--- config.mk ---
export PLATFORM = sky130hd
export DESIGN_NAME = dhp_cfg_flat
export DESIGN_NICKNAME = d
export VERILOG_FILES = /design/src/dhp_pkg.sv /design/src/dhp_if.sv /design/src/dhp_cfg.sv /design/src/flat_wrapper.sv
export SDC_FILE = /design/constraint.sdc
export NUM_CORES = 1
export LEC_CHECK = 0
export BUFFER_PORTS_ARGS = -buffer_cell sky130_fd_sc_hd__buf_2
export CORE_MARGIN = 2
export CORE_UTILIZATION = 55
export CTS_BUF_LIST = sky130_fd_sc_hd__clkbuf_4
export CTS_CLUSTER_DIAMETER = 200
export CTS_CLUSTER_SIZE = 28
export DETAILED_ROUTE_END_ITERATION = 7
export PLACE_DENSITY = 0.84
export SLEW_MARGIN = 20
export SYNTH_ARGS = -nofsm -noshare
export SYNTH_HDL_FRONTEND = slang
export SYNTH_SLANG_ARGS = --single-unit
--- constraint.sdc ---
create_clock -name clk -period 3.9 [get_ports clk]
set_clock_uncertainty 0.15 [all_clocks]
set_input_delay 0.585 -clock clk [delete_from_list [all_inputs] [get_ports clk]]
set_output_delay 0.585 -clock clk [all_outputs]
set_load 0.05 [all_outputs]
--- src/dhp_pkg.sv ---
// Types, constants and helper functions shared by the drive heading controller.
package dhp_pkg;

  localparam int GAIN_W = 24;
  localparam int POS_W  = 24;
  localparam int ERR_W  = 25;
  localparam int DIFF_W = 26;
  localparam int ACC_W  = 32;
  localparam int LIM_W  = 15;
  localparam int CMD_W  = 17;
  localparam int MODE_W = 2;
  localparam int IDX_W  = 3;

  localparam int PROD_P_W = ERR_W + GAIN_W + 1;
  localparam int PROD_I_W = ACC_W + GAIN_W + 1;
  localparam int PROD_D_W = DIFF_W + GAIN_W + 1;
  localparam int SUM_W    = PROD_I_W + 2;
  localparam int SHIFT    = 10;
  localparam int SCALED_W = SUM_W - SHIFT;

  localparam logic [MODE_W-1:0] MODE_DRIVE = 2'd0;
  localparam logic [MODE_W-1:0] MODE_TURN  = 2'd1;
  localparam logic [MODE_W-1:0] MODE_CLEAR = 2'd2;

  localparam logic [IDX_W-1:0] REG_DRIVE_P = 3'd0;
  localparam logic [IDX_W-1:0] REG_DRIVE_I = 3'd1;
  localparam logic [IDX_W-1:0] REG_DRIVE_D = 3'd2;
  localparam logic [IDX_W-1:0] REG_HOLD_P  = 3'd3;
  localparam logic [IDX_W-1:0] REG_HOLD_I  = 3'd4;
  localparam logic [IDX_W-1:0] REG_HOLD_D  = 3'd5;
  localparam logic [IDX_W-1:0] REG_TURN_P  = 3'd6;
  localparam logic [IDX_W-1:0] REG_TURN_D  = 3'd7;

  localparam logic [GAIN_W-1:0] TURN_I_GAIN_DEF = 24'd0;

  localparam logic signed [ERR_W-1:0] WIN_DIST_LO = 25'sd64;
  localparam logic signed [ERR_W-1:0] WIN_DIST_HI = 25'sd3072;
  localparam logic signed [ERR_W-1:0] WIN_HEAD_LO = 25'sd128;
  localparam logic signed [ERR_W-1:0] WIN_HEAD_HI = 25'sd2560;
  localparam logic signed [ERR_W-1:0] HALF_TURN   = 25'sd46080;
  localparam logic signed [ERR_W-1:0] FULL_TURN   = 25'sd92160;
  localparam logic signed [ERR_W-1:0] KICK_ERR    = 25'sd102;
  localparam logic signed [CMD_W-1:0] KICK_LIMIT  = 17'sd1392;
  localparam logic signed [CMD_W-1:0] KICK_VALUE  = 17'sd1475;
  localparam logic signed [CMD_W-1:0] UNITY       = 17'sd16384;

  typedef struct packed {
    logic [GAIN_W-1:0] drive_p;
    logic [GAIN_W-1:0] drive_i;
    logic [GAIN_W-1:0] drive_d;
    logic [GAIN_W-1:0] hold_p;
    logic [GAIN_W-1:0] hold_i;
    logic [GAIN_W-1:0] hold_d;
    logic [GAIN_W-1:0] turn_p;
    logic [GAIN_W-1:0] turn_d;
  } dhp_gains_t;

  typedef struct packed {
    logic [MODE_W-1:0]       mode;
    logic signed [POS_W-1:0] target;
    logic signed [POS_W-1:0] measured_position;
    logic signed [POS_W-1:0] gyro_heading;
    logic [LIM_W-1:0]        max_output;
  } dhp_item_t;

  typedef struct packed {
    logic signed [ERR_W-1:0]  dist_err;
    logic signed [ACC_W-1:0]  dist_int;
    logic signed [DIFF_W-1:0] dist_de;
    logic signed [ERR_W-1:0]  head_err;
    logic signed [ACC_W-1:0]  head_int;
    logic signed [DIFF_W-1:0] head_de;
    logic                     turn;
    logic                     kick;
    logic [LIM_W-1:0]         lim;
  } dhp_oper_t;

  typedef struct packed {
    logic signed [PROD_P_W-1:0] dist_p;
    logic signed [PROD_I_W-1:0] dist_i;
    logic signed [PROD_D_W-1:0] dist_d;
    logic signed [PROD_P_W-1:0] head_p;
    logic signed [PROD_I_W-1:0] head_i;
    logic signed [PROD_D_W-1:0] head_d;
    logic                       turn;
    logic                       kick;
    logic [LIM_W-1:0]           lim;
  } dhp_prod_t;

  function automatic logic signed [ACC_W-1:0] integrate(
    input logic signed [ACC_W-1:0] acc,
    input logic signed [ERR_W-1:0] e,
    input logic signed [ERR_W-1:0] lo,
    input logic signed [ERR_W-1:0] hi
  );
    logic signed [ACC_W:0]   sum;
    logic                    in_win;
    logic signed [ACC_W-1:0] res;
    in_win = ((e > lo) && (e < hi)) || ((e < -lo) && (e > -hi));
    sum = {acc[ACC_W-1], acc} + {{(ACC_W + 1 - ERR_W){e[ERR_W-1]}}, e};
    if (!in_win) begin
      res = '0;
    end else if (sum[ACC_W] != sum[ACC_W-1]) begin
      res = sum[ACC_W] ? {1'b1, {(ACC_W - 1){1'b0}}} : {1'b0, {(ACC_W - 1){1'b1}}};
    end else begin
      res = sum[ACC_W-1:0];
    end
    return res;
  endfunction

  function automatic logic signed [ERR_W-1:0] wrap_heading(
    input logic signed [ERR_W-1:0] e
  );
    logic signed [ERR_W-1:0] res;
    if (e > HALF_TURN) begin
      res = e - FULL_TURN;
    end else if (e < -HALF_TURN) begin
      res = e + FULL_TURN;
    end else begin
      res = e;
    end
    return res;
  endfunction

  function automatic logic signed [CMD_W-1:0] clamp_lim(
    input logic signed [SCALED_W-1:0] v,
    input logic [LIM_W-1:0]           lim
  );
    logic signed [SCALED_W-1:0] lim_s;
    logic signed [CMD_W-1:0]    lim_c;
    logic signed [CMD_W-1:0]    res;
    lim_s = $signed({{(SCALED_W - LIM_W){1'b0}}, lim});
    lim_c = $signed({{(CMD_W - LIM_W){1'b0}}, lim});
    if (v > lim_s) begin
      res = lim_c;
    end else if (v < -lim_s) begin
      res = -lim_c;
    end else begin
      res = v[CMD_W-1:0];
    end
    return res;
  endfunction

  function automatic logic signed [CMD_W-1:0] clamp_unity(
    input logic signed [CMD_W-1:0] v
  );
    logic signed [CMD_W-1:0] res;
    if (v > UNITY) begin
      res = UNITY;
    end else if (v < -UNITY) begin
      res = -UNITY;
    end else begin
      res = v;
    end
    return res;
  endfunction

endpackage

--- src/dhp_if.sv ---


interface dhp_cfg_if import dhp_pkg::*; ();
  logic              valid;
  logic              ready;
  logic [IDX_W-1:0]  index;
  logic [GAIN_W-1:0] data;

  modport source (output valid, index, data, input ready);
  modport sink (input valid, index, data, output ready);
endinterface

--- src/dhp_cfg.sv ---
// Gain register file written through the configuration channel.
module dhp_cfg import dhp_pkg::*; (
  input  logic       clk,
  input  logic       rst,
  dhp_cfg_if.sink    cfg,
  output dhp_gains_t gains
);

  assign cfg.ready = 1'b1;

  always_ff @(posedge clk) begin
    if (rst) begin
      gains <= '0;
    end else if (cfg.valid) begin
      case (cfg.index)
        REG_DRIVE_P: gains.drive_p <= cfg.data;
        REG_DRIVE_I: gains.drive_i <= cfg.data;
        REG_DRIVE_D: gains.drive_d <= cfg.data;
        REG_HOLD_P:  gains.hold_p  <= cfg.data;
        REG_HOLD_I:  gains.hold_i  <= cfg.data;
        REG_HOLD_D:  gains.hold_d  <= cfg.data;
        REG_TURN_P:  gains.turn_p  <= cfg.data;
        REG_TURN_D:  gains.turn_d  <= cfg.data;
        default: ;
      endcase
    end
  end

endmodule

--- src/flat_wrapper.sv ---
// flat-port wrapper written by rule: the top's interface ports become plain ports
module dhp_cfg_flat import dhp_pkg::*;
  (clk, rst, gains, cfg_valid, cfg_index, cfg_data, cfg_ready);
  dhp_cfg_if cfg_i ();
  input  logic clk;
  input  logic rst;
  output dhp_gains_t gains;
  input wire logic [$bits(cfg_i.valid)-1:0] cfg_valid;
  input wire logic [$bits(cfg_i.index)-1:0] cfg_index;
  input wire logic [$bits(cfg_i.data)-1:0] cfg_data;
  output wire logic [$bits(cfg_i.ready)-1:0] cfg_ready;
  assign cfg_i.valid = cfg_valid;
  assign cfg_i.index = cfg_index;
  assign cfg_i.data = cfg_data;
  assign cfg_ready = cfg_i.ready;
  dhp_cfg u_core (.clk(clk), .rst(rst), .cfg(cfg_i), .gains(gains));
endmodule
==> Implementation_results.wiki <==
{| class="wikitable"
! Metric !! Value
|-
| Cell taking the most area after synthesis || dfxtp_1
|-
| #FFs+latches synth || 192
|-
| Initial core utilization || 0.567
|-
| Routing layer with the top usage in global route || met2
|-
| Cell total after placement || 1017
|-
| Via count || 5402
|-
| Most area-consuming cells after synthesis || dfxtp_1, mux2i_1, nand2b_1
|-
| Switch share || 0.265
|-
| Distinct cell type count after synthesis || 16
|-
| Most common cell after layout, fill and taps aside || buf_2
|-
| Register with the most flip-flops || u_core.gains
|-
| Clock slew at the register clock pins of the worst setup and hold paths || 0.15 ns
|-
| CP endpoint kind || output port
|-
| Share of total power in combinational logic || 0.115
|-
| GRT Total Usage || 0.251
|-
| Die Width || 121 um
|-
| Remaining design rule violation count || 0
|-
| Remaining number of nets flagged by the antenna check after routing || 0
|-
| Max-slew violation total from the final report || 0
|-
| Max rail drop VDD || 0.000192 V
|-
| Most frequent cells in the layout || buf_2, nand2b_1, mux2i_1, dfxtp_1, clkbuf_4
|-
| Result of the run || complete, no violations
|-
| Slowest cell on the critical path || dfxtp_1
|-
| Antenna violations before repair || 1
|-
| Total Routed Length || 18.6 mm
|-
| Largest driver fanout on the critical path || 2
|-
| Finish-stage setup viols || 0
|-
| Number of instances in the synthesized netlist || 687
|-
| Critical Path AT || 1.26 ns
|-
| Cell area power density || 400 mW/mm2
|-
| DPL Wire Length || 12.7 mm
|-
| Total design power || 3580 uW
|-
| Reported max-cap violation count || 0
|-
| Syn. warnings || 0
|-
| Int Power || 2630 uW
|-
| Share of power burned in registers || 0.566
|-
| Post-Syn Area per Cell || 11.0 um2
|-
| Max frequency || 502 MHz
|-
| Gp weighted congestion || 0.792
|-
| Hold-fix buffers, CTS || 0
|-
| Latest clock arrival within the worst-skew pair || 0.57 ns
|-
| Post-synthesis to final-layout area growth || 18.4%
|-
| Fraction of synthesized cell area taken by the top area cell type || 0.508
|-
| # resized after CTS || 0
|-
| Global-route track usage on met1 || 0.290
|-
| CTS H-Tree Depth || 4
|-
| Die Y || 121 um
|-
| Sequential area share after synthesis || 0.508
|-
| Met3 demand-to-capacity share in global routing || 0.0578
|-
| Actual transition at the worst max-transition pin || 1.10 ns
|-
| Unrepaired setup endpoints after global routing || no
|-
| Wire per inst || 17.7 um
|-
| Synthesized area || 0.00756 mm2
|-
| Switching power total || 951 uW
|-
| Layout cell share with drive strength beyond 1 || 0.302
|-
| Cell family contributing the most delay on the critical path || flip-flops
|-
| # fillers || 1040
|-
| Residual overflow from global routing || 0
|-
| Number of buffer and inverter instances along the worst setup path || 1
|-
| Type of the setup path with the least slack || reg2out
|-
| Pin count of the biggest net entering global routing || 132
|-
| Period utilisation layout || 0.511
|-
| Delay contributed by the slowest stage of the critical path || 0.40 ns
|-
| Wire length of the first global-routing pass || 28.2 mm
|-
| Met2 GRT Util || 0.431
|-
| Class of the worst hold path || reg2reg
|-
| Number of setup buffers added after CTS || 0
|-
| Leakage power || 0.00492 uW
|-
| Root Buffer || clkbuf_4
|-
| Nature of the critical path startpoint || register
|-
| Flip-flop count of the largest register, all copies and words added || 192
|-
| Bufs on Longest Clock Path || 2
|-
| Slew Limit Headroom || 0.263
|-
| Count of input and output buffers || 221
|-
| Std-Cell Core Area || 0.0133 mm2
|-
| Final critical path time including I/O delays and setup || 1.99 ns
|-
| Portion of total power attributed to the clock network || 0.319
|-
| Leading registers by flop count || u_core.gains (192)
|-
| TritonCTS clock tree || yes
|-
| Die Outline Area || 0.0147 mm2
|-
| Hold Slack || 0.331 ns
|-
| Number of DRC markers after the initial detailed-route iteration || 346
|-
| Number of global-route vias before repair || 5328
|-
| WP data required || 3.16 ns
|-
| Synth Net Count || 717
|-
| Number of buffers created by CTS || 17
|-
| Final core utilization || 0.671
|-
| Hold violation total from the final report || 0
|-
| # IOs || 223
|-
| Nets@finish || 890
|-
| 1st-pass router iterations || 4
|-
| Std cell rows || 42
|-
| Sink count of the clock tree || 192
|-
| Ratio of routed vias to standard cells || 5.15
|-
| Non-filler instance count after layout || 1049
|-
| Total negative slack || 0 ns
|-
| Worst path cell trace || buf_2
|}
[worst paths after layout]
| check | cells past startpoint | to | slack, ns | startpoint |
|---|---|---|---|---|
| worst max-delay path | 1 | gains[146] | 1.91 | u_core.gains[146] |
| worst min-delay path | 2 | u_core.gains[166] | 0.33 | u_core.gains[166] |
| worst max register to register | 2 | u_core.gains[57] | 3.03 | u_core.gains[57] |
| worst min register to register | 2 | u_core.gains[166] | 0.33 | u_core.gains[166] |
[final cells by class]
type | instances | area (um2) | share of cell area
sequential | 192 | 3840 | 0.429
antenna | 1 | 2.50 | 0.000279
timing repair buffer | 230 | 1180 | 0.131
tap | 176 | 220 | 0.0246
clock buffer | 18 | 135 | 0.0151
multi-input combinational | 419 | 3410 | 0.380
clock inverter | 13 | 170 | 0.0190
[per-layer routing]
layer	vias to the layer above	routed length [um]
li1	2589	-
met1	2599	7720
met2	166	9250
met3	48	929
met4	0	701
met5	-	0
[synth_stat cells]
library cell	number
conb_1	1
dfxtp_1	192
nand2b_1	216
nand4b_1	3
clkbuf_1	46
buf_1	7
mux2i_1	192
and4b_1	1
buf_4	1
or4b_4	1
buf_6	2
buf_2	19
nor4b_1	1
nand4_1	1
buf_12	1
nand4bb_1	3
[kinds of logic (layout without fill, tap and decap cells)]
logic type             Yosys count  after routing  share of synthesized area
AND/OR/NAND/NOR                226            226                      0.192
multiplexers                   192            192                      0.254
flip-flops                     192            192                      0.508
buffers and inverters           76            261                     0.0455
other                            1              2                   0.000496
[power groups by stage]
| stage | registers [uW] | clock network (uW) | logic, uW |
|---|---|---|---|
| floorplan | 2220 | 0 | 167 |
| global placement | 2070 | 0 | 404 |
| detailed placement | 2070 | 0 | 412 |
| CTS | 2030 | 1160 | 413 |
| global route | 2030 | 1230 | 432 |
| finish | 2030 | 1140 | 413 |
[stage by stage]
| step | setup WS [ns] | cell area [um2] |
|---|---|---|
| after CTS | 1.89 | 8940 |
| after detailed placement | 1.40 | 8640 |
| after global routing | 1.85 | 8950 |
| after floorplan | 1.99 | 7560 |
| final | 1.91 | 8950 |
| after global placement | 1.54 | 8640 |
Note: power is estimated with default switching activity, not from simulation.
