## config.mk

```make
export PLATFORM = sky130hd
export DESIGN_NAME = dhp_mix
export DESIGN_NICKNAME = d
export VERILOG_FILES = /design/src/dhp_pkg.sv /design/src/dhp_mix.sv
export SDC_FILE = /design/constraint.sdc
export NUM_CORES = 1
export LEC_CHECK = 0
export BUFFER_PORTS_ARGS = -buffer_cell sky130_fd_sc_hd__buf_2
export CELL_PAD_IN_SITES_DETAIL_PLACEMENT = 0
export CELL_PAD_IN_SITES_GLOBAL_PLACEMENT = 2
export CORE_MARGIN = 2
export CORE_UTILIZATION = 36
export CTS_BUF_LIST = sky130_fd_sc_hd__clkbuf_4 sky130_fd_sc_hd__clkbuf_8 sky130_fd_sc_hd__clkbuf_16
export DETAILED_ROUTE_END_ITERATION = 7
export PLACE_DENSITY_LB_ADDON = 0.1
export RECOVER_POWER = 50
export SYNTH_ARGS = -nofsm -noshare
export SYNTH_HDL_FRONTEND = slang
export SYNTH_SLANG_ARGS = --single-unit
```

## constraint.sdc

```tcl
create_clock -name clk -period 30.3 [get_ports clk]
set_input_delay 6.06 -clock clk [delete_from_list [all_inputs] [get_ports clk]]
set_output_delay 6.06 -clock clk [all_outputs]
set_load 0.02 [all_outputs]
```

## src/dhp_pkg.sv

```systemverilog
// Types, constants and helper functions shared by the drive heading controller.
package dhp_pkg;

  localparam int GAIN_W = 24;
  localparam int POS_W  = 24;
  localparam int ERR_W  = 25;
  localparam int DIFF_W = 26;
  localparam int ACC_W  = 32;
  localparam int LIM_W  = 15;
  localparam int CMD_W  = 17;
  localparam int MODE_W = 2;
  localparam int IDX_W  = 3;

  localparam int PROD_P_W = ERR_W + GAIN_W + 1;
  localparam int PROD_I_W = ACC_W + GAIN_W + 1;
  localparam int PROD_D_W = DIFF_W + GAIN_W + 1;
  localparam int SUM_W    = PROD_I_W + 2;
  localparam int SHIFT    = 10;
  localparam int SCALED_W = SUM_W - SHIFT;

  localparam logic [MODE_W-1:0] MODE_DRIVE = 2'd0;
  localparam logic [MODE_W-1:0] MODE_TURN  = 2'd1;
  localparam logic [MODE_W-1:0] MODE_CLEAR = 2'd2;

  localparam logic [IDX_W-1:0] REG_DRIVE_P = 3'd0;
  localparam logic [IDX_W-1:0] REG_DRIVE_I = 3'd1;
  localparam logic [IDX_W-1:0] REG_DRIVE_D = 3'd2;
  localparam logic [IDX_W-1:0] REG_HOLD_P  = 3'd3;
  localparam logic [IDX_W-1:0] REG_HOLD_I  = 3'd4;
  localparam logic [IDX_W-1:0] REG_HOLD_D  = 3'd5;
  localparam logic [IDX_W-1:0] REG_TURN_P  = 3'd6;
  localparam logic [IDX_W-1:0] REG_TURN_D  = 3'd7;

  localparam logic [GAIN_W-1:0] TURN_I_GAIN_DEF = 24'd0;

  localparam logic signed [ERR_W-1:0] WIN_DIST_LO = 25'sd64;
  localparam logic signed [ERR_W-1:0] WIN_DIST_HI = 25'sd3072;
  localparam logic signed [ERR_W-1:0] WIN_HEAD_LO = 25'sd128;
  localparam logic signed [ERR_W-1:0] WIN_HEAD_HI = 25'sd2560;
  localparam logic signed [ERR_W-1:0] HALF_TURN   = 25'sd46080;
  localparam logic signed [ERR_W-1:0] FULL_TURN   = 25'sd92160;
  localparam logic signed [ERR_W-1:0] KICK_ERR    = 25'sd102;
  localparam logic signed [CMD_W-1:0] KICK_LIMIT  = 17'sd1392;
  localparam logic signed [CMD_W-1:0] KICK_VALUE  = 17'sd1475;
  localparam logic signed [CMD_W-1:0] UNITY       = 17'sd16384;

  typedef struct packed {
    logic [GAIN_W-1:0] drive_p;
    logic [GAIN_W-1:0] drive_i;
    logic [GAIN_W-1:0] drive_d;
    logic [GAIN_W-1:0] hold_p;
    logic [GAIN_W-1:0] hold_i;
    logic [GAIN_W-1:0] hold_d;
    logic [GAIN_W-1:0] turn_p;
    logic [GAIN_W-1:0] turn_d;
  } dhp_gains_t;

  typedef struct packed {
    logic [MODE_W-1:0]       mode;
    logic signed [POS_W-1:0] target;
    logic signed [POS_W-1:0] measured_position;
    logic signed [POS_W-1:0] gyro_heading;
    logic [LIM_W-1:0]        max_output;
  } dhp_item_t;

  typedef struct packed {
    logic signed [ERR_W-1:0]  dist_err;
    logic signed [ACC_W-1:0]  dist_int;
    logic signed [DIFF_W-1:0] dist_de;
    logic signed [ERR_W-1:0]  head_err;
    logic signed [ACC_W-1:0]  head_int;
    logic signed [DIFF_W-1:0] head_de;
    logic                     turn;
    logic                     kick;
    logic [LIM_W-1:0]         lim;
  } dhp_oper_t;

  typedef struct packed {
    logic signed [PROD_P_W-1:0] dist_p;
    logic signed [PROD_I_W-1:0] dist_i;
    logic signed [PROD_D_W-1:0] dist_d;
    logic signed [PROD_P_W-1:0] head_p;
    logic signed [PROD_I_W-1:0] head_i;
    logic signed [PROD_D_W-1:0] head_d;
    logic                       turn;
    logic                       kick;
    logic [LIM_W-1:0]           lim;
  } dhp_prod_t;

  function automatic logic signed [ACC_W-1:0] integrate(
    input logic signed [ACC_W-1:0] acc,
    input logic signed [ERR_W-1:0] e,
    input logic signed [ERR_W-1:0] lo,
    input logic signed [ERR_W-1:0] hi
  );
    logic signed [ACC_W:0]   sum;
    logic                    in_win;
    logic signed [ACC_W-1:0] res;
    in_win = ((e > lo) && (e < hi)) || ((e < -lo) && (e > -hi));
    sum = {acc[ACC_W-1], acc} + {{(ACC_W + 1 - ERR_W){e[ERR_W-1]}}, e};
    if (!in_win) begin
      res = '0;
    end else if (sum[ACC_W] != sum[ACC_W-1]) begin
      res = sum[ACC_W] ? {1'b1, {(ACC_W - 1){1'b0}}} : {1'b0, {(ACC_W - 1){1'b1}}};
    end else begin
      res = sum[ACC_W-1:0];
    end
    return res;
  endfunction

  function automatic logic signed [ERR_W-1:0] wrap_heading(
    input logic signed [ERR_W-1:0] e
  );
    logic signed [ERR_W-1:0] res;
    if (e > HALF_TURN) begin
      res = e - FULL_TURN;
    end else if (e < -HALF_TURN) begin
      res = e + FULL_TURN;
    end else begin
      res = e;
    end
    return res;
  endfunction

  function automatic logic signed [CMD_W-1:0] clamp_lim(
    input logic signed [SCALED_W-1:0] v,
    input logic [LIM_W-1:0]           lim
  );
    logic signed [SCALED_W-1:0] lim_s;
    logic signed [CMD_W-1:0]    lim_c;
    logic signed [CMD_W-1:0]    res;
    lim_s = $signed({{(SCALED_W - LIM_W){1'b0}}, lim});
    lim_c = $signed({{(CMD_W - LIM_W){1'b0}}, lim});
    if (v > lim_s) begin
      res = lim_c;
    end else if (v < -lim_s) begin
      res = -lim_c;
    end else begin
      res = v[CMD_W-1:0];
    end
    return res;
  endfunction

  function automatic logic signed [CMD_W-1:0] clamp_unity(
    input logic signed [CMD_W-1:0] v
  );
    logic signed [CMD_W-1:0] res;
    if (v > UNITY) begin
      res = UNITY;
    end else if (v < -UNITY) begin
      res = -UNITY;
    end else begin
      res = v;
    end
    return res;
  endfunction

endpackage

```

## src/dhp_mix.sv

```systemverilog
// Output stage: term sums, scaling, limits, minimum turn kick and arcade mixing.
module dhp_mix import dhp_pkg::*; (
  input  logic                    clk,
  input  logic                    rst,
  input  logic                    adv,
  input  logic                    prod_valid,
  input  dhp_prod_t               prod,
  output logic                    res_valid,
  output logic signed [CMD_W-1:0] left_drive,
  output logic signed [CMD_W-1:0] right_drive
);

  logic signed [SUM_W-1:0] dist_sum;
  logic signed [SUM_W-1:0] head_sum;
  logic signed [CMD_W-1:0] fwd_lim;
  logic signed [CMD_W-1:0] turn_lim;
  logic signed [CMD_W-1:0] turn_kick;
  logic signed [CMD_W-1:0] fwd;
  logic signed [CMD_W-1:0] turn;
  logic signed [CMD_W-1:0] left_next;
  logic signed [CMD_W-1:0] right_next;

  assign dist_sum = {{(SUM_W - PROD_P_W){prod.dist_p[PROD_P_W-1]}}, prod.dist_p}
                  + {{(SUM_W - PROD_I_W){prod.dist_i[PROD_I_W-1]}}, prod.dist_i}
                  + {{(SUM_W - PROD_D_W){prod.dist_d[PROD_D_W-1]}}, prod.dist_d};
  assign head_sum = {{(SUM_W - PROD_P_W){prod.head_p[PROD_P_W-1]}}, prod.head_p}
                  + {{(SUM_W - PROD_I_W){prod.head_i[PROD_I_W-1]}}, prod.head_i}
                  + {{(SUM_W - PROD_D_W){prod.head_d[PROD_D_W-1]}}, prod.head_d};

  // The arithmetic shift by the top bits rounds toward minus infinity.
  assign fwd_lim  = clamp_lim(dist_sum[SUM_W-1:SHIFT], prod.lim);
  assign turn_lim = clamp_lim(head_sum[SUM_W-1:SHIFT], prod.lim);

  always_comb begin
    turn_kick = turn_lim;
    if (prod.turn && prod.kick) begin
      if ((turn_lim > 17'sd0) && (turn_lim <= KICK_LIMIT)) begin
        turn_kick = KICK_VALUE;
      end else if ((turn_lim < 17'sd0) && (turn_lim >= -KICK_LIMIT)) begin
        turn_kick = -KICK_VALUE;
      end
    end
  end

  assign fwd        = prod.turn ? '0 : clamp_unity(fwd_lim);
  assign turn       = clamp_unity(turn_kick);
  assign left_next  = fwd - turn;
  assign right_next = fwd + turn;

  always_ff @(posedge clk) begin
    if (rst) begin
      res_valid <= 1'b0;
    end else if (adv) begin
      res_valid <= prod_valid;
    end
  end

  always_ff @(posedge clk) begin
    if (adv) begin
      left_drive  <= left_next;
      right_drive <= right_next;
    end
  end

endmodule

```

==> metrics.md <==
| Metric | Value |
|---|---|
| Nets | 3301 |
| Setup TNS | 0 ns |
| Relative slew slack | -0.171 |
| Comb pwr share | 0.872 |
| Overall routing resource usage | 0.238 |
| Fin crit share | 0.563 |
| Tmin final | 17.06 ns |
| Die Width | 225 um |
| Async SR Flop Fraction | 0 |
| # hold bufs at CTS | 0 |
| Core area | 47900 um^2 |
| Placement Rows | 80 |
| Routed len/inst | 19.4 um |
| WS Path Type | in2reg |
| Unique masters post-synth | 110 |
| H-tree depth | 2 |
| Largest net degree at the start of global routing | 42 |
| Drt pass-1 iters | 6 |
| Share of cells above drive strength 1 | 0.172 |
| Register Area | 1010 um^2 |
| Area Overhead vs Synth | 13.9% |
| Power per cell area | 56.6 nW/um^2 |
| Total number of vias | 18300 |
| Worst EP arrival | 17.07 ns |
| Fin. Hold Viols | 0 |
| Startpoint Class | primary input |
| Syn_area_per_cell | 7.77 um^2 |
| Critical Path Max Stage Delay | 0.86 ns |
| Filler Cell Count | 5071 |
| Dpl hpwl | 54300 um |
| Most common cell after layout, fill and taps aside | buf_2 |
| Clock slew seen by the registers of the worst setup and hold paths | 0.05 ns |
| Yosys reg bits | 34 |
| Die height | 225 um |
| Worst-Margin Slew | 1.76 ns |
| Pleak | 9.37 nW |
| First-pass GRT wire length | 96900 um |
| Register share of total power | 0.083 |
| Critical path fanouts, max | 26 |
| Post-place setup slack | 13.03 ns |
| DRT iter0 DRCs | 1296 |
| Clk_lat worst skew | 0.27 ns |
| Setup-failing EPs final | 0 |
| GP Congestion | 0.961 |
| Antenna violations before repair | 3 |
| Cell Area, Synth | 17600 um^2 |
| Syn. warnings | 0 |
| Fin. max-slew vios | 35 |
| Vias in the first global route | 17800 |
| Synth Instances | 2261 |
| Seq/Total Area, Yosys | 0.0575 |
| CP most frequent cell | o21ai_0 |
| Clk_skew | 0 ns |
| Most frequent cells in the layout | buf_2, ha_1, nand2_1 |
| Worst path slowest cell | o31a_1 |
| Aggregate global routing overflow | 0 |
| Reg2reg end | res_valid |
| Area occupied by multi-input gates | 15600 um^2 |
| Post-route DRC | 0 |
| Worst VDD drop | 25.0 uV |
| Switching Share | 0.567 |
| Number of synthesized flops with an enable pin | 33 |
| Buffers on Ports | 371 |
| # IOs | 372 |
| CP Capture Type | register |
| DIE AREA | 50600 um^2 |
| Hold WC Path Type | reg2reg |
| Final ANT Viol Nets | 0 |
| Vias per cell | 5.72 |
| Psw | 0.000643 W |
| CTS tree | yes |
| Termination of the worst setup path | left_drive[16] |
| Worst reg2reg path startpoint | res_valid |
| Sink Count | 34 |
| Crit path from | prod[180] |
| Worst Setup Slack, final | 13.24 ns |
| Post-CTS Setup Inserts | 0 |
| CTS root buf | clkbuf_16 |
| Routed Wire Length | 61800 um |
| Synth Net Count | 2987 |
| Req. time, crit path | 30.31 ns |
| Top_reg_cell synth | edfxtp_1 |
| # Max-Cap Violations | 1 |
| CTS Buf Count | 5 |
| R2r setup slk | 29.69 ns |
| Clock power frac | 0.044 |
| Status | complete, but fails checks |
| Failing checks | max-capacitance violations, max-slew violations |
| Internal Power | 0.000490 W |
| RSZ-0062 raised after global routing | no |
| Starting density of the core | 0.367 |
| Post-CTS resize count | 0 |
| Longest Clk Path Bufs | 2 |
| Reg2Reg Depth | 2 |
| Fmax | 58.6 MHz |
-- stage by stage --
| stage | hold slack [ns] | instance area [um^2] | cells | utilization | power, W |
|---|---|---|---|---|---|
| CTS | 0.513 | 20000 | 3191 | 0.418 | 0.00114 |
| floorplan | 0.579 | 17600 | 2261 | - | 0.000804 |
| detailed placement | 0.498 | 19900 | 3183 | 0.415 | 0.00108 |
| finish | 0.519 | 20000 | 3194 | 0.417 | 0.00113 |
| global route | 0.582 | 20000 | 3192 | 0.417 | 0.00126 |
| global placement | 0.480 | 19900 | 3183 | 0.415 | 0.00107 |
-- critical path: cells and delay by family --
kind / cells / cell delay [ns]
and+or+nand+nor: 12 / 3.25
muxes: 1 / 0.47
AOI/OAI and AO/OA: 19 / 5.47
adders and majority gates: 4 / 1.49
buffers and inverters: 1 / 0.11
xor gates and xnor gates: 1 / 0.22
-- layout make-up --
class / count / area share
repair buffers: 377 / 0.0938
clock inverters: 1 / 0.000250
well taps: 615 / 0.0384
inverters: 148 / 0.0278
diodes: 3 / 0.000375
flip-flops and latches: 34 / 0.0505
multi-input cells: 2009 / 0.781
clock buffers: 7 / 0.00731
-- routing by layer --
metal / vias up / global-route usage / part of all wire
met5: - / 0 / 0.00021
met1: 8676 / 0.347 / 0.48
met4: 2 / 0.0408 / 0.013
met2: 533 / 0.386 / 0.45
met3: 51 / 0.0202 / 0.056
li1: 9009 / - / -
-- synth_stat cells, types with 13 or more instances --
| cell type | n | area share |
|---|---|---|
| o21a_1 | 35 | 0.015 |
| nor2_1 | 167 | 0.036 |
| xnor2_1 | 57 | 0.028 |
| clkbuf_1 | 40 | 0.0085 |
| nand3_1 | 52 | 0.015 |
| nor4_1 | 25 | 0.0089 |
| o21bai_1 | 16 | 0.0068 |
| ha_1 | 275 | 0.20 |
| a21oi_1 | 204 | 0.058 |
| xor2_1 | 40 | 0.020 |
| nand2b_1 | 17 | 0.0061 |
| nand2_1 | 207 | 0.044 |
| o21ai_0 | 147 | 0.042 |
| inv_1 | 147 | 0.031 |
| a211oi_1 | 27 | 0.012 |
| o31ai_1 | 14 | 0.0060 |
| and2_1 | 29 | 0.010 |
| nand4_1 | 57 | 0.020 |
| nor3_1 | 67 | 0.019 |
| and3_1 | 25 | 0.0089 |
| a21o_1 | 80 | 0.034 |
| fa_1 | 114 | 0.13 |
| mux2i_1 | 21 | 0.012 |
| or3_1 | 19 | 0.0068 |
| buf_2 | 13 | 0.0037 |
| a21boi_0 | 14 | 0.0060 |
| o211ai_1 | 21 | 0.0090 |
| edfxtp_1 | 33 | 0.056 |
| a31oi_1 | 18 | 0.0064 |
| nor2b_1 | 29 | 0.010 |
-- power groups by stage --
| stage | clock network [W] | logic, W | registers [W] |
|---|---|---|---|
| global route | 0.0000540 | 0.00111 | 0.0000960 |
| detailed placement | 0 | 0.000983 | 0.0000949 |
| global placement | 0 | 0.000976 | 0.0000947 |
| CTS | 0.0000518 | 0.000989 | 0.0000941 |
| finish | 0.0000503 | 0.000989 | 0.0000943 |
| floorplan | 0 | 0.000679 | 0.000125 |
-- worst min path at each step --
stage / start / to / slack (ns) / cells past startpoint
floorplan: res_valid / res_valid / 0.58 / 2
global placement: res_valid / res_valid / 0.48 / 2
detailed placement: res_valid / res_valid / 0.50 / 2
CTS: res_valid / res_valid / 0.51 / 2
global route: res_valid / res_valid / 0.58 / 2
finish: res_valid / res_valid / 0.52 / 2
-- sequential cells by signal, indices dropped and copies added, names as in the netlist --
name,cells
right_drive,17
res_valid,1
left_drive,16
-- cells by family after synthesis --
family	synth area share
multiplexers	0.0203
AND/OR/NAND/NOR	0.222
flip-flops	0.0575
AO/OA/AOI/OAI	0.271
buffers and inverters	0.0529
XOR/XNOR	0.0510
adder cells (fa/ha/maj)	0.326
Power figures use the tool's default switching activity.
