--- config.mk ---
export PLATFORM = sky130hd
export DESIGN_NAME = dhp_err
export DESIGN_NICKNAME = d
export VERILOG_FILES = /design/src/dhp_pkg.sv /design/src/dhp_err.sv
export SDC_FILE = /design/constraint.sdc
export NUM_CORES = 1
export LEC_CHECK = 0
export BUFFER_PORTS_ARGS = -buffer_cell sky130_fd_sc_hd__buf_2
export CAP_MARGIN = 5
export CORE_ASPECT_RATIO = 0.7
export CORE_UTILIZATION = 30
export DETAILED_ROUTE_END_ITERATION = 10
export GPL_TIMING_DRIVEN = 1
export SYNTH_ARGS = -nofsm -noshare
export SYNTH_HDL_FRONTEND = slang
export SYNTH_SLANG_ARGS = --single-unit
--- constraint.sdc ---
create_clock -name clk -period 26.5 [get_ports clk]
set_input_delay 2.65 -clock clk [delete_from_list [all_inputs] [get_ports clk]]
set_output_delay 2.65 -clock clk [all_outputs]
set_load 0.01 [all_outputs]
--- src/dhp_pkg.sv ---
// Types, constants and helper functions shared by the drive heading controller.
package dhp_pkg;

  localparam int GAIN_W = 24;
  localparam int POS_W  = 24;
  localparam int ERR_W  = 25;
  localparam int DIFF_W = 26;
  localparam int ACC_W  = 32;
  localparam int LIM_W  = 15;
  localparam int CMD_W  = 17;
  localparam int MODE_W = 2;
  localparam int IDX_W  = 3;

  localparam int PROD_P_W = ERR_W + GAIN_W + 1;
  localparam int PROD_I_W = ACC_W + GAIN_W + 1;
  localparam int PROD_D_W = DIFF_W + GAIN_W + 1;
  localparam int SUM_W    = PROD_I_W + 2;
  localparam int SHIFT    = 10;
  localparam int SCALED_W = SUM_W - SHIFT;

  localparam logic [MODE_W-1:0] MODE_DRIVE = 2'd0;
  localparam logic [MODE_W-1:0] MODE_TURN  = 2'd1;
  localparam logic [MODE_W-1:0] MODE_CLEAR = 2'd2;

  localparam logic [IDX_W-1:0] REG_DRIVE_P = 3'd0;
  localparam logic [IDX_W-1:0] REG_DRIVE_I = 3'd1;
  localparam logic [IDX_W-1:0] REG_DRIVE_D = 3'd2;
  localparam logic [IDX_W-1:0] REG_HOLD_P  = 3'd3;
  localparam logic [IDX_W-1:0] REG_HOLD_I  = 3'd4;
  localparam logic [IDX_W-1:0] REG_HOLD_D  = 3'd5;
  localparam logic [IDX_W-1:0] REG_TURN_P  = 3'd6;
  localparam logic [IDX_W-1:0] REG_TURN_D  = 3'd7;

  localparam logic [GAIN_W-1:0] TURN_I_GAIN_DEF = 24'd0;

  localparam logic signed [ERR_W-1:0] WIN_DIST_LO = 25'sd64;
  localparam logic signed [ERR_W-1:0] WIN_DIST_HI = 25'sd3072;
  localparam logic signed [ERR_W-1:0] WIN_HEAD_LO = 25'sd128;
  localparam logic signed [ERR_W-1:0] WIN_HEAD_HI = 25'sd2560;
  localparam logic signed [ERR_W-1:0] HALF_TURN   = 25'sd46080;
  localparam logic signed [ERR_W-1:0] FULL_TURN   = 25'sd92160;
  localparam logic signed [ERR_W-1:0] KICK_ERR    = 25'sd102;
  localparam logic signed [CMD_W-1:0] KICK_LIMIT  = 17'sd1392;
  localparam logic signed [CMD_W-1:0] KICK_VALUE  = 17'sd1475;
  localparam logic signed [CMD_W-1:0] UNITY       = 17'sd16384;

  typedef struct packed {
    logic [GAIN_W-1:0] drive_p;
    logic [GAIN_W-1:0] drive_i;
    logic [GAIN_W-1:0] drive_d;
    logic [GAIN_W-1:0] hold_p;
    logic [GAIN_W-1:0] hold_i;
    logic [GAIN_W-1:0] hold_d;
    logic [GAIN_W-1:0] turn_p;
    logic [GAIN_W-1:0] turn_d;
  } dhp_gains_t;

  typedef struct packed {
    logic [MODE_W-1:0]       mode;
    logic signed [POS_W-1:0] target;
    logic signed [POS_W-1:0] measured_position;
    logic signed [POS_W-1:0] gyro_heading;
    logic [LIM_W-1:0]        max_output;
  } dhp_item_t;

  typedef struct packed {
    logic signed [ERR_W-1:0]  dist_err;
    logic signed [ACC_W-1:0]  dist_int;
    logic signed [DIFF_W-1:0] dist_de;
    logic signed [ERR_W-1:0]  head_err;
    logic signed [ACC_W-1:0]  head_int;
    logic signed [DIFF_W-1:0] head_de;
    logic                     turn;
    logic                     kick;
    logic [LIM_W-1:0]         lim;
  } dhp_oper_t;

  typedef struct packed {
    logic signed [PROD_P_W-1:0] dist_p;
    logic signed [PROD_I_W-1:0] dist_i;
    logic signed [PROD_D_W-1:0] dist_d;
    logic signed [PROD_P_W-1:0] head_p;
    logic signed [PROD_I_W-1:0] head_i;
    logic signed [PROD_D_W-1:0] head_d;
    logic                       turn;
    logic                       kick;
    logic [LIM_W-1:0]           lim;
  } dhp_prod_t;

  function automatic logic signed [ACC_W-1:0] integrate(
    input logic signed [ACC_W-1:0] acc,
    input logic signed [ERR_W-1:0] e,
    input logic signed [ERR_W-1:0] lo,
    input logic signed [ERR_W-1:0] hi
  );
    logic signed [ACC_W:0]   sum;
    logic                    in_win;
    logic signed [ACC_W-1:0] res;
    in_win = ((e > lo) && (e < hi)) || ((e < -lo) && (e > -hi));
    sum = {acc[ACC_W-1], acc} + {{(ACC_W + 1 - ERR_W){e[ERR_W-1]}}, e};
    if (!in_win) begin
      res = '0;
    end else if (sum[ACC_W] != sum[ACC_W-1]) begin
      res = sum[ACC_W] ? {1'b1, {(ACC_W - 1){1'b0}}} : {1'b0, {(ACC_W - 1){1'b1}}};
    end else begin
      res = sum[ACC_W-1:0];
    end
    return res;
  endfunction

  function automatic logic signed [ERR_W-1:0] wrap_heading(
    input logic signed [ERR_W-1:0] e
  );
    logic signed [ERR_W-1:0] res;
    if (e > HALF_TURN) begin
      res = e - FULL_TURN;
    end else if (e < -HALF_TURN) begin
      res = e + FULL_TURN;
    end else begin
      res = e;
    end
    return res;
  endfunction

  function automatic logic signed [CMD_W-1:0] clamp_lim(
    input logic signed [SCALED_W-1:0] v,
    input logic [LIM_W-1:0]           lim
  );
    logic signed [SCALED_W-1:0] lim_s;
    logic signed [CMD_W-1:0]    lim_c;
    logic signed [CMD_W-1:0]    res;
    lim_s = $signed({{(SCALED_W - LIM_W){1'b0}}, lim});
    lim_c = $signed({{(CMD_W - LIM_W){1'b0}}, lim});
    if (v > lim_s) begin
      res = lim_c;
    end else if (v < -lim_s) begin
      res = -lim_c;
    end else begin
      res = v[CMD_W-1:0];
    end
    return res;
  endfunction

  function automatic logic signed [CMD_W-1:0] clamp_unity(
    input logic signed [CMD_W-1:0] v
  );
    logic signed [CMD_W-1:0] res;
    if (v > UNITY) begin
      res = UNITY;
    end else if (v < -UNITY) begin
      res = -UNITY;
    end else begin
      res = v;
    end
    return res;
  endfunction

endpackage

--- src/dhp_err.sv ---
// Error stage: loop errors, windowed integrals, derivatives and the loop state.
module dhp_err import dhp_pkg::*; (
  input  logic      clk,
  input  logic      rst,
  input  logic      adv,
  input  logic      item_valid,
  input  dhp_item_t item,
  output logic      oper_valid,
  output dhp_oper_t oper
);

  logic signed [POS_W-1:0]  heading_setpoint;
  logic signed [ACC_W-1:0]  distance_integral;
  logic signed [ERR_W-1:0]  last_distance_error;
  logic signed [ACC_W-1:0]  heading_integral;
  logic signed [ERR_W-1:0]  last_heading_error;

  logic                     is_drive;
  logic                     is_turn;
  logic                     is_clear;
  logic                     fire;
  logic signed [POS_W-1:0]  setp;
  logic signed [ERR_W-1:0]  dist_err;
  logic signed [ERR_W-1:0]  head_err;
  logic signed [ACC_W-1:0]  dist_int_next;
  logic signed [ACC_W-1:0]  head_int_next;
  logic signed [DIFF_W-1:0] dist_de;
  logic signed [DIFF_W-1:0] head_de;
  dhp_oper_t                oper_next;

  assign is_drive = (item.mode == MODE_DRIVE);
  assign is_turn  = (item.mode == MODE_TURN);
  assign is_clear = (item.mode == MODE_CLEAR);
  assign fire     = item_valid && adv;

  assign setp = is_turn ? item.target : heading_setpoint;
  assign dist_err = {item.target[POS_W-1], item.target}
                  - {item.measured_position[POS_W-1], item.measured_position};
  assign head_err = wrap_heading({setp[POS_W-1], setp}
                                 - {item.gyro_heading[POS_W-1], item.gyro_heading});
  assign dist_int_next = integrate(distance_integral, dist_err, WIN_DIST_LO, WIN_DIST_HI);
  assign head_int_next = integrate(heading_integral, head_err, WIN_HEAD_LO, WIN_HEAD_HI);
  assign dist_de = {dist_err[ERR_W-1], dist_err}
                 - {last_distance_error[ERR_W-1], last_distance_error};
  assign head_de = {head_err[ERR_W-1], head_err}
                 - {last_heading_error[ERR_W-1], last_heading_error};

  always_comb begin
    oper_next.dist_err = dist_err;
    oper_next.dist_int = dist_int_next;
    oper_next.dist_de  = dist_de;
    oper_next.head_err = head_err;
    oper_next.head_int = head_int_next;
    oper_next.head_de  = head_de;
    oper_next.turn     = is_turn;
    oper_next.kick     = (head_err > KICK_ERR) || (head_err < -KICK_ERR);
    oper_next.lim      = item.max_output;
  end

  always_ff @(posedge clk) begin
    if (rst) begin
      heading_setpoint    <= '0;
      distance_integral   <= '0;
      last_distance_error <= '0;
      heading_integral    <= '0;
      last_heading_error  <= '0;
      oper_valid          <= 1'b0;
    end else begin
      if (adv) begin
        oper_valid <= item_valid && (is_drive || is_turn);
      end
      if (fire && is_drive) begin
        distance_integral   <= dist_int_next;
        last_distance_error <= dist_err;
      end
      if (fire && is_turn) begin
        heading_setpoint <= item.target;
      end
      if (fire && (is_drive || is_turn)) begin
        heading_integral   <= head_int_next;
        last_heading_error <= head_err;
      end
      if (fire && is_clear) begin
        distance_integral   <= '0;
        last_distance_error <= '0;
        last_heading_error  <= '0;
      end
    end
  end

  always_ff @(posedge clk) begin
    if (adv) begin
      oper <= oper_next;
    end
  end

endmodule

==> results.cfg, run 1 <==
[timing]
fin_ws_ns = 15.31
maxSlewViolCount = 0
finalSetupTns_ns = 0
relSlewSlack = 0.2521
hold_viol_final = 0
grt_setup_unrepaired = no
setup_viol = 0
finClkSkew_ns = 0.02773
clock.fmax_ghz = 0.08937
period_share = 0.4222
post-route-min-period_ns = 11.19
tightest_slew_ns = 1.094

[logic_synthesis]
yosys_warnings = 0
synth-compound-area-share = 0.2105
syn-num-nets = 2548
synthArstFlopShare = 0
ys.flop_type = edfxtp_1
ys_ff_latch = 322
syn_avg_cell_area_um2 = 9.093
syn-cell-area_um2 = 20750
synthCells = 2282
synth_fa_ha_area_frac = 0.1074
synth_edf_count = 183
synth-xor-area-share = 0.05620
synthMuxAreaShare = 0.01827
synth_top_family_by_area = compound AO/OA/AOI/OAI gates
synth_cell_type_count = 95
ys_seq_area_frac = 0.3989
yosys.area_share.simple = 0.1613

[job]
drv_cap = 0

[pwr]
powerDensity_nw_per_um2 = 70.23
p_clk_frac = 0.322
peakVddDrop_v = 0.00003602
intPower_w = 0.001122
p_comb_frac = 0.323
p_sw_frac = 0.3477
p_leak_nw = 10.14
power_switching_w = 0.0005983
power_frac_seq = 0.355

[grt]
grt_pass1_vias = 16320
grt_max_degree = 75
antenna_found_initial = 7
grt_overflow = 0
grt_pass1_wl_um = 95570
grt.total_usage = 0.1736

[cts]
clk_pin_slew_worst_paths_ns = 0.06
cts.sinks = 322
clk_latency_ns = 0.57
cts_setup_buffers = 0
cts_max_path_buffers = 3
ctsHoldBuffers = 0
cts_root_buf = clkbuf_16
cts_resized = 0
cts_inserted_buffers = 38
htreeDepth = 2
cts_tree = done

[floorplanning]
die_w_um = 316.4
fp.dieArea_um2 = 70240
start_util = 0.3040
rows = 80
die-height_um = 222.0
io_pins = 277
fp.coreArea_um2 = 68270

[setup_path]
worstPathMaxFanout = 25
critPathArrivalTime_ns = 11.65
crit_required_ns = 26.96
crit_type = primary input to register
cp-end-kind = register
crit_slowest_cell = nor2_1
startpoint_type = primary input
slowest_delay_ns = 0.76
worstRegToRegCells = 32

[layout]
final_cells = 3481
drive_gt1_frac = 0.1874
fin_nets = 2814
syn_to_final_growth_pct = 18.08

[detailed_routing]
drc_errors = 0
vias = 17800
drtPass1Iterations = 5
vias_per_cell = 5.114
detail_route.wl_per_cell_um = 17.90
drtIter0Drc = 1621
ant_nets = 0
postRouteWirelength_um = 62290

[place]
hpwlAfterDp_um = 47500
placedCellCount = 3410
dp_slack_ns = 14.82
gp_congestion = 0.8933
port-buffer-count = 276

[worst_hold_path]
worstHoldPathType = register to register
whs_path_depth = 2

[outcome]
status = finished clean
area by class of cell:
type / instances / area (µm²)
fillers: 6987 / 43760
clock buffers: 41 / 972.2
multi-input cells: 1708 / 11530
repair buffers: 307 / 1623
clock inverters: 29 / 324.1
inverters: 171 / 641.9
flip-flops and latches: 322 / 8278
diodes: 1 / 2.502
well taps: 902 / 1129
metrics by stage:
step	total power (W)	cell area [µm²]	utilization	hold WS (ns)
CTS	0.001733	24500	0.3589	0.4539
floorplan	0.0009858	20750	-	0.4315
global route	0.001816	24500	0.3589	0.4678
finish	0.001721	24500	0.3589	0.4546
detailed placement	0.001171	23200	0.3399	0.4444
global placement	0.001172	23200	0.3399	0.4429
placed cells by master (no fill, tap or decap), types with 10 or more instances in the layout:
cell type	instances
o31ai_1	10
edfxtp_1	183
a31oi_1	23
nand2b_1	16
a211oi_1	31
a21boi_0	11
nand3_1	43
nor2_1	224
ha_1	167
xor2_1	34
nor2b_1	31
mux2i_1	12
a21o_1	61
o21bai_1	13
and2_1	17
mux2_2	23
o31ai_2	30
nor3_1	28
buf_4	31
o21ai_0	108
inv_1	169
clkbuf_16	38
nand2_1	264
xnor2_1	87
dfxtp_1	139
a211o_1	15
or2_2	13
o21a_1	27
buf_2	275
a21oi_1	181
nor4_1	11
nand4_1	21
and3_1	18
o21ai_1	11
o211ai_1	19
power by group through the flow:
| stage | Sequential (W) | Clock, W | Combinational, W |
|---|---|---|---|
| 2_1_floorplan | 0.000642 | 0 | 0.000344 |
| 3_3_place_gp | 0.000624 | 0 | 0.000548 |
| 3_5_place_dp | 0.000623 | 0 | 0.000548 |
| 4_1_cts | 0.000613 | 0.000568 | 0.000553 |
| 5_1_grt | 0.000616 | 0.000588 | 0.000612 |
| 6_report | 0.000611 | 0.000554 | 0.000556 |
routing by layer:
| layer | vias to the layer above | share of wire | global-route usage |
|---|---|---|---|
| met2 | 544 | 0.40 | 0.2426 |
| li1 | 8745 | - | - |
| met1 | 8432 | 0.51 | 0.2729 |
| met3 | 77 | 0.064 | 0.02899 |
| met4 | 4 | 0.018 | 0.03769 |
| met5 | - | 0.00039 | 0 |
cell usage after synthesis (all sizes together) (16+ instances only):
cell type  number  share of area
a211oi         34          0.013
a21o           61          0.022
a21oi         181          0.044
a31oi          23         0.0069
and2           18         0.0055
and3           18         0.0054
buf            17         0.0049
clkbuf         64          0.012
dfxtp         139           0.13
edfxtp        183           0.26
ha            167           0.10
inv           171          0.031
mux2           23          0.012
nand2         264          0.048
nand2b         16         0.0048
nand3          43          0.010
nand4          22         0.0069
nor2          230          0.042
nor2b          31         0.0093
nor3           28         0.0068
o211ai         21         0.0081
o21a           27         0.0098
o21ai         123          0.031
o31ai          42          0.024
or2            16         0.0048
xnor2          94          0.042
xor2           34          0.014
flip-flops by register name (all words and copies together) (netlist names):
name                 count
oper_valid               1
heading_integral        32
heading_setpoint        24
distance_integral       32
oper                   183
last_heading_error      25
last_distance_error     25
worst paths after layout:
path | start | endpoint | slack (ns)
setup / recovery | item[87] | heading_integral[24] | 15.31
hold / removal | heading_setpoint[17] | heading_setpoint[17] | 0.45
setup reg to reg | heading_setpoint[0] | heading_integral[24] | 17.85
hold reg to reg | heading_setpoint[17] | heading_setpoint[17] | 0.45
kinds of logic after synthesis:
group           Yosys count
simple gates            732
buf+inv                 252
xor+xnor                128
mux                      35
fa+ha+maj               175
compound gates          638
flops                   322
critical path: cells and delay by family:
kind | cells | cell delay, ns
AND/OR/NAND/NOR | 11 | 2.65
buffers and inverters | 6 | 1.08
AO/OA/AOI/OAI | 12 | 3.30
adder cells (fa/ha/maj) | 4 | 1.14
multiplexers | 1 | 0.24
XOR/XNOR | 2 | 0.58
(Power assumes the default switching activity.)
==> run 2: changes to the inputs <==
clock period = 11.1 ns   (was 26.5 ns; I/O delays follow)
==> run 2 against run 1 <==
Compared with the run above:
- die area unchanged
- flip-flop and latch count unchanged
- non-clock buffer count increased by 1
- clock skew decreased by 0.0052 ns
- clock power increased by 130%
- cell area decreased by 0.21%
- register-to-register slack got worse by 15 ns
- sequential power increased by 140%
- combinational power increased by 140%
- cell count unchanged
- total power increased by 130%
- critical endpoint is now heading_integral[16]
- largest power group unchanged
==> results.cfg, run 2 (synthesis results as in run 1) <==
[layout]
regMostFlops = oper
fin_nets = 2815
reg_top3 = oper x183, distance_integral x32, heading_integral x32
final_common_cell = buf_2
drive_gt1_frac = 0.1854
syn_to_final_growth_pct = 17.82
largest_reg_flops = 183
final_cell_mix = buf_2, nand2_1, nor2_1, edfxtp_1, a21oi_1

[setup_path]
cp-end-kind = register
worstPathMaxFanout = 20
crit_required_ns = 11.55
startpoint_type = primary input
crit_slowest_cell = nor2_1
crit_type = primary input to register
slowest_delay_ns = 0.66
critPathArrivalTime_ns = 10.10

[floorplanning]
die-height_um = 222.0
fp.coreArea_um2 = 68270
die_w_um = 316.4
start_util = 0.3040
fp.dieArea_um2 = 70240
io_pins = 277
rows = 80

[detailed_routing]
drtIter0Drc = 1307
postRouteWirelength_um = 62110
vias_per_cell = 5.068
detail_route.wl_per_cell_um = 17.84
vias = 17640
drc_errors = 0
ant_nets = 0
drtPass1Iterations = 5

[cts]
cts_root_buf = clkbuf_16
cts.sinks = 322
clk_pin_slew_worst_paths_ns = 0.06
cts_max_path_buffers = 3
cts_resized = 0
clk_latency_ns = 0.56
ctsHoldBuffers = 0
cts_inserted_buffers = 38
cts_tree = done
cts_setup_buffers = 0
htreeDepth = 2

[timing]
clock.fmax_ghz = 0.1036
setup_viol = 0
tightest_slew_ns = 1.098
maxSlewViolCount = 0
period_share = 0.8695
post-route-min-period_ns = 9.651
finalSetupTns_ns = 0
relSlewSlack = 0.2670
hold_viol_final = 0
finClkSkew_ns = 0.02253
grt_setup_unrepaired = no

[pwr]
peakVddDrop_v = 0.00009481
p_total_w = 0.004038
powerDensity_nw_per_um2 = 165.2
p_leak_nw = 10.14

[place]
port-buffer-count = 276
hpwlAfterDp_um = 47690
gp_congestion = 0.9089

[outcome]
status = finished clean

[job]
drv_cap = 0

[grt]
grt_max_degree = 74
grt.total_usage = 0.1740
grt_pass1_wl_um = 95990
antenna_found_initial = 5
grt_pass1_vias = 16500
grt_overflow = 0

[worst_hold_path]
worstHoldPathType = register to register
## run 2: cell count changes in the layout (fill, tap and decap cells not counted), sizes merged
cell / before / now
buf: 306 / 307
bufinv: 5 / 2
clkbuf: 42 / 50
clkinv: 11 / 12
clkinvlp: 9 / 3
inv: 175 / 174
## run 2: area by class of cell
cell class	count	area, µm²
fillers	6992	43820
multi-input cells	1708	11530
flip-flops and latches	322	8278
repair buffers	308	1643
well taps	902	1129
clock buffers	49	1044
inverters	171	641.9
clock inverters	20	180.2
diodes	1	2.502
## run 2: path summary, 6_finish.rpt
check / slack [ns] / cells past startpoint / endpoint / start
setup reg to reg: 2.58 / 33 / heading_integral[16] / heading_setpoint[0]
setup / recovery: 1.45 / 36 / heading_integral[16] / item[87]
hold / removal: 0.45 / 2 / heading_setpoint[19] / heading_setpoint[19]
hold reg to reg: 0.45 / 2 / heading_setpoint[19] / heading_setpoint[19]
## run 2: worst max-delay path, delay by kind of cell
family | cells | cell delay (ns)
buffers and inverters | 5 | 0.80
adder cells (fa/ha/maj) | 4 | 1.19
AND/OR/NAND/NOR | 7 | 2.51
XOR/XNOR | 2 | 0.47
multiplexers | 2 | 0.42
AO/OA/AOI/OAI | 16 | 3.58
## run 2: metrics by stage
step	util	cell area (µm²)	hold WS, ns	setup slack, ns	instances
after global placement	0.3402	23220	0.4434	1.237	3411
after CTS	0.3581	24450	0.4520	1.540	3480
after global routing	0.3581	24450	0.4673	0.7023	3480
after floorplan	-	20750	0.4315	2.302	2282
after detailed placement	0.3402	23220	0.4439	0.9685	3411
final	0.3582	24450	0.4511	1.449	3481
## run 2: routing by layer
metal | up-vias | track usage | share of wire
li1 | 8766 | - | -
met1 | 8315 | 0.2691 | 0.52
met2 | 482 | 0.2452 | 0.40
met3 | 74 | 0.03217 | 0.064
met4 | 4 | 0.03939 | 0.017
met5 | - | 0 | 0.00048
## run 2: power by group
part	leakage, nW	internal (W)	switching, W
clock network	0.597	0.000718	0.000532
logic	6.62	0.000499	0.000833
registers	2.92	0.00142	0.0000376
==> run 3: changes to the inputs <==
ABC_AREA = 1   (was not set)
==> run 3 against run 2 <==
Compared with the run above:
- non-clock buffer count decreased by 6
- sequential share of layout area down 2.8 points
- setup slack gained 2.1 ns
- maximum frequency increased by 27%
- clock skew grew 0.0092 ns
==> results.cfg, run 3 <==
[timing]
post-route-min-period_ns = 7.595
finalSetupTns_ns = 0
maxSlewViolCount = 0
period_share = 0.6842
tightest_slew_ns = 1.120
relSlewSlack = 0.2452
fin_ws_ns = 3.505
clock.fmax_ghz = 0.1317
grt_setup_unrepaired = no
hold_viol_final = 0
finClkSkew_ns = 0.03175
setup_viol = 0

[cts]
ctsHoldBuffers = 0
cts_max_path_buffers = 3
cts_root_buf = clkbuf_16
cts_inserted_buffers = 38
cts.sinks = 322
htreeDepth = 2
cts_tree = done
cts_setup_buffers = 0
cts_resized = 0
clk_latency_ns = 0.57
clk_pin_slew_worst_paths_ns = 0.06

[setup_path]
worstPathMaxFanout = 49
slowest_delay_ns = 0.63
crit_slowest_cell = ha_1
crit_required_ns = 11.52
cp_common_cell = nand2_1
cp-end-kind = register
worstRegToRegCells = 29
critPathArrivalTime_ns = 8.01
crit_type = primary input to register
startpoint_type = primary input

[detailed_routing]
drtIter0Drc = 1841
vias_per_cell = 4.841
wl_met3_um = 6602
vias = 20780
detail_route.wl_per_cell_um = 17.33
wl_met2_um = 27610
drc_errors = 0
ant_nets = 0
drtPass1Iterations = 6
postRouteWirelength_um = 74360
top_layer = met5
m1WireLength_um = 38460

[place]
dp_slack_ns = 3.095
placedCellCount = 4220
port-buffer-count = 276
gp_congestion = 0.9709
hpwlAfterDp_um = 58710

[floorplanning]
fp.dieArea_um2 = 77210
die_w_um = 331.7
die-height_um = 232.8
fp.coreArea_um2 = 75150
start_util = 0.3037
io_pins = 277
rows = 84

[layout]
regMostFlops = oper
reg_top3 = oper x183, distance_integral x32, heading_integral x32
final_common_cell = nand2_1
largest_reg_flops = 183
final_cell_mix = nand2_1, inv_1, a21oi_1, buf_2, o21ai_0
fill_cells = 7899
final_cells = 4292
fin_nets = 3537
syn_to_final_growth_pct = 16.69
drive_gt1_frac = 0.1588

[logic_synthesis]
yosys_warnings = 0
synthCells = 3012
synth_commonest_cells = nand2_1, inv_1, a21oi_1
synth_edf_count = 183
yosysMostFrequentCell = nand2_1
synthTopCellsByArea = edfxtp_1, dfxtp_1, nand2_1, ha_1, inv_1
synthArstFlopShare = 0
synth_cell_type_count = 60
ys_seq_area_frac = 0.3627
ys_ff_latch = 322
synth_largest_area_cell = edfxtp_1
syn_avg_cell_area_um2 = 7.578
ys.flop_type = edfxtp_1
syn-cell-area_um2 = 22830
syn-num-nets = 3278
yosys.area.top_type_share = 0.2407

[outcome]
status = finished clean

[grt]
antenna_found_initial = 8
grt_overflow = 0
grt.total_usage = 0.1897
grt_pass1_wl_um = 112900
grt_pass1_vias = 18840
grt_max_degree = 96

[worst_hold_path]
whs_path_depth = 2
worstHoldPathType = register to register

[pwr]
p_leak_nw = 12.96
powerDensity_nw_per_um2 = 182.4
peakVddDrop_v = 0.00008533

[job]
drv_cap = 0
[run 3: changes by cell type in the layout (fill, tap and decap cells not counted), sizes merged, moves of 23 or more]
cell and delta:
nand2 +417, inv +341, a21oi +163, nand3 +163, o21ai +84, xor2 +64
a21o -53, nor2 -52, xnor2 -51, o31ai -41, nor2b -31, a211oi -28
mux2 -23
[run 3: per-layer routing]
| metal | vias up | track usage |
|---|---|---|
| li1 | 10460 | - |
| met3 | 100 | 0.04859 |
| met4 | 10 | 0.04927 |
| met2 | 737 | 0.2509 |
| met5 | - | 0 |
| met1 | 9471 | 0.2949 |
[run 3: kinds of logic after synthesis]
logic type               Yosys count  synth area share
AND/OR/NAND/NOR                 1157            0.2313
AO/OA/AOI/OAI                    621            0.1509
buffers and inverters            598            0.1043
flip-flops                       322            0.3627
adder cells (fa/ha/maj)          173           0.09680
XOR/XNOR                         141           0.05410
[run 3: power by group]
part | total [W] | internal, W | switching (W)
clock network | 0.00140 | 0.000868 | 0.000534
registers | 0.00150 | 0.00145 | 0.0000482
logic | 0.00195 | 0.000633 | 0.00132
total | 0.00486 | 0.00295 | 0.00190
[run 3: worst max-delay path, delay by kind of cell]
family                     cells  cell delay [ns]
adders and majority gates      3             1.28
buffers and inverters          7             1.51
AOI/OAI and AO/OA              4             0.53
xor gates and xnor gates       1             0.22
and+or+nand+nor               19             3.27
[run 3: metrics by stage]
stage	instance area, µm²	total power, W	hold WS (ns)	utilization
6_report	26630	0.004857	0.4624	0.3544
5_1_grt	26630	0.005171	0.4956	0.3544
4_1_cts	26630	0.004879	0.4662	0.3543
3_5_place_dp	25250	0.003456	0.4569	0.3360
3_3_place_gp	25250	0.003459	0.4539	0.3360
2_1_floorplan	22830	0.002845	0.4353	-
[run 3: area by class of cell]
type	count	area, µm²	area share
multi-input combinational	2092	12200	0.4581
sequential	322	8278	0.3108
inverter	515	1938	0.07277
timing repair buffer	302	1598	0.05999
tap	989	1237	0.04646
clock buffer	46	1022	0.03838
clock inverter	23	352.8	0.01325
antenna	3	7.507	0.0002819
[run 3: path summary, 6_finish.rpt]
check / from / to / slack [ns]
setup / recovery: item[87] / oper[45] / 3.51
setup reg to reg: heading_setpoint[0] / oper[45] / 4.50
hold / removal: last_distance_error[2] / last_distance_error[2] / 0.46
hold reg to reg: last_distance_error[2] / last_distance_error[2] / 0.46
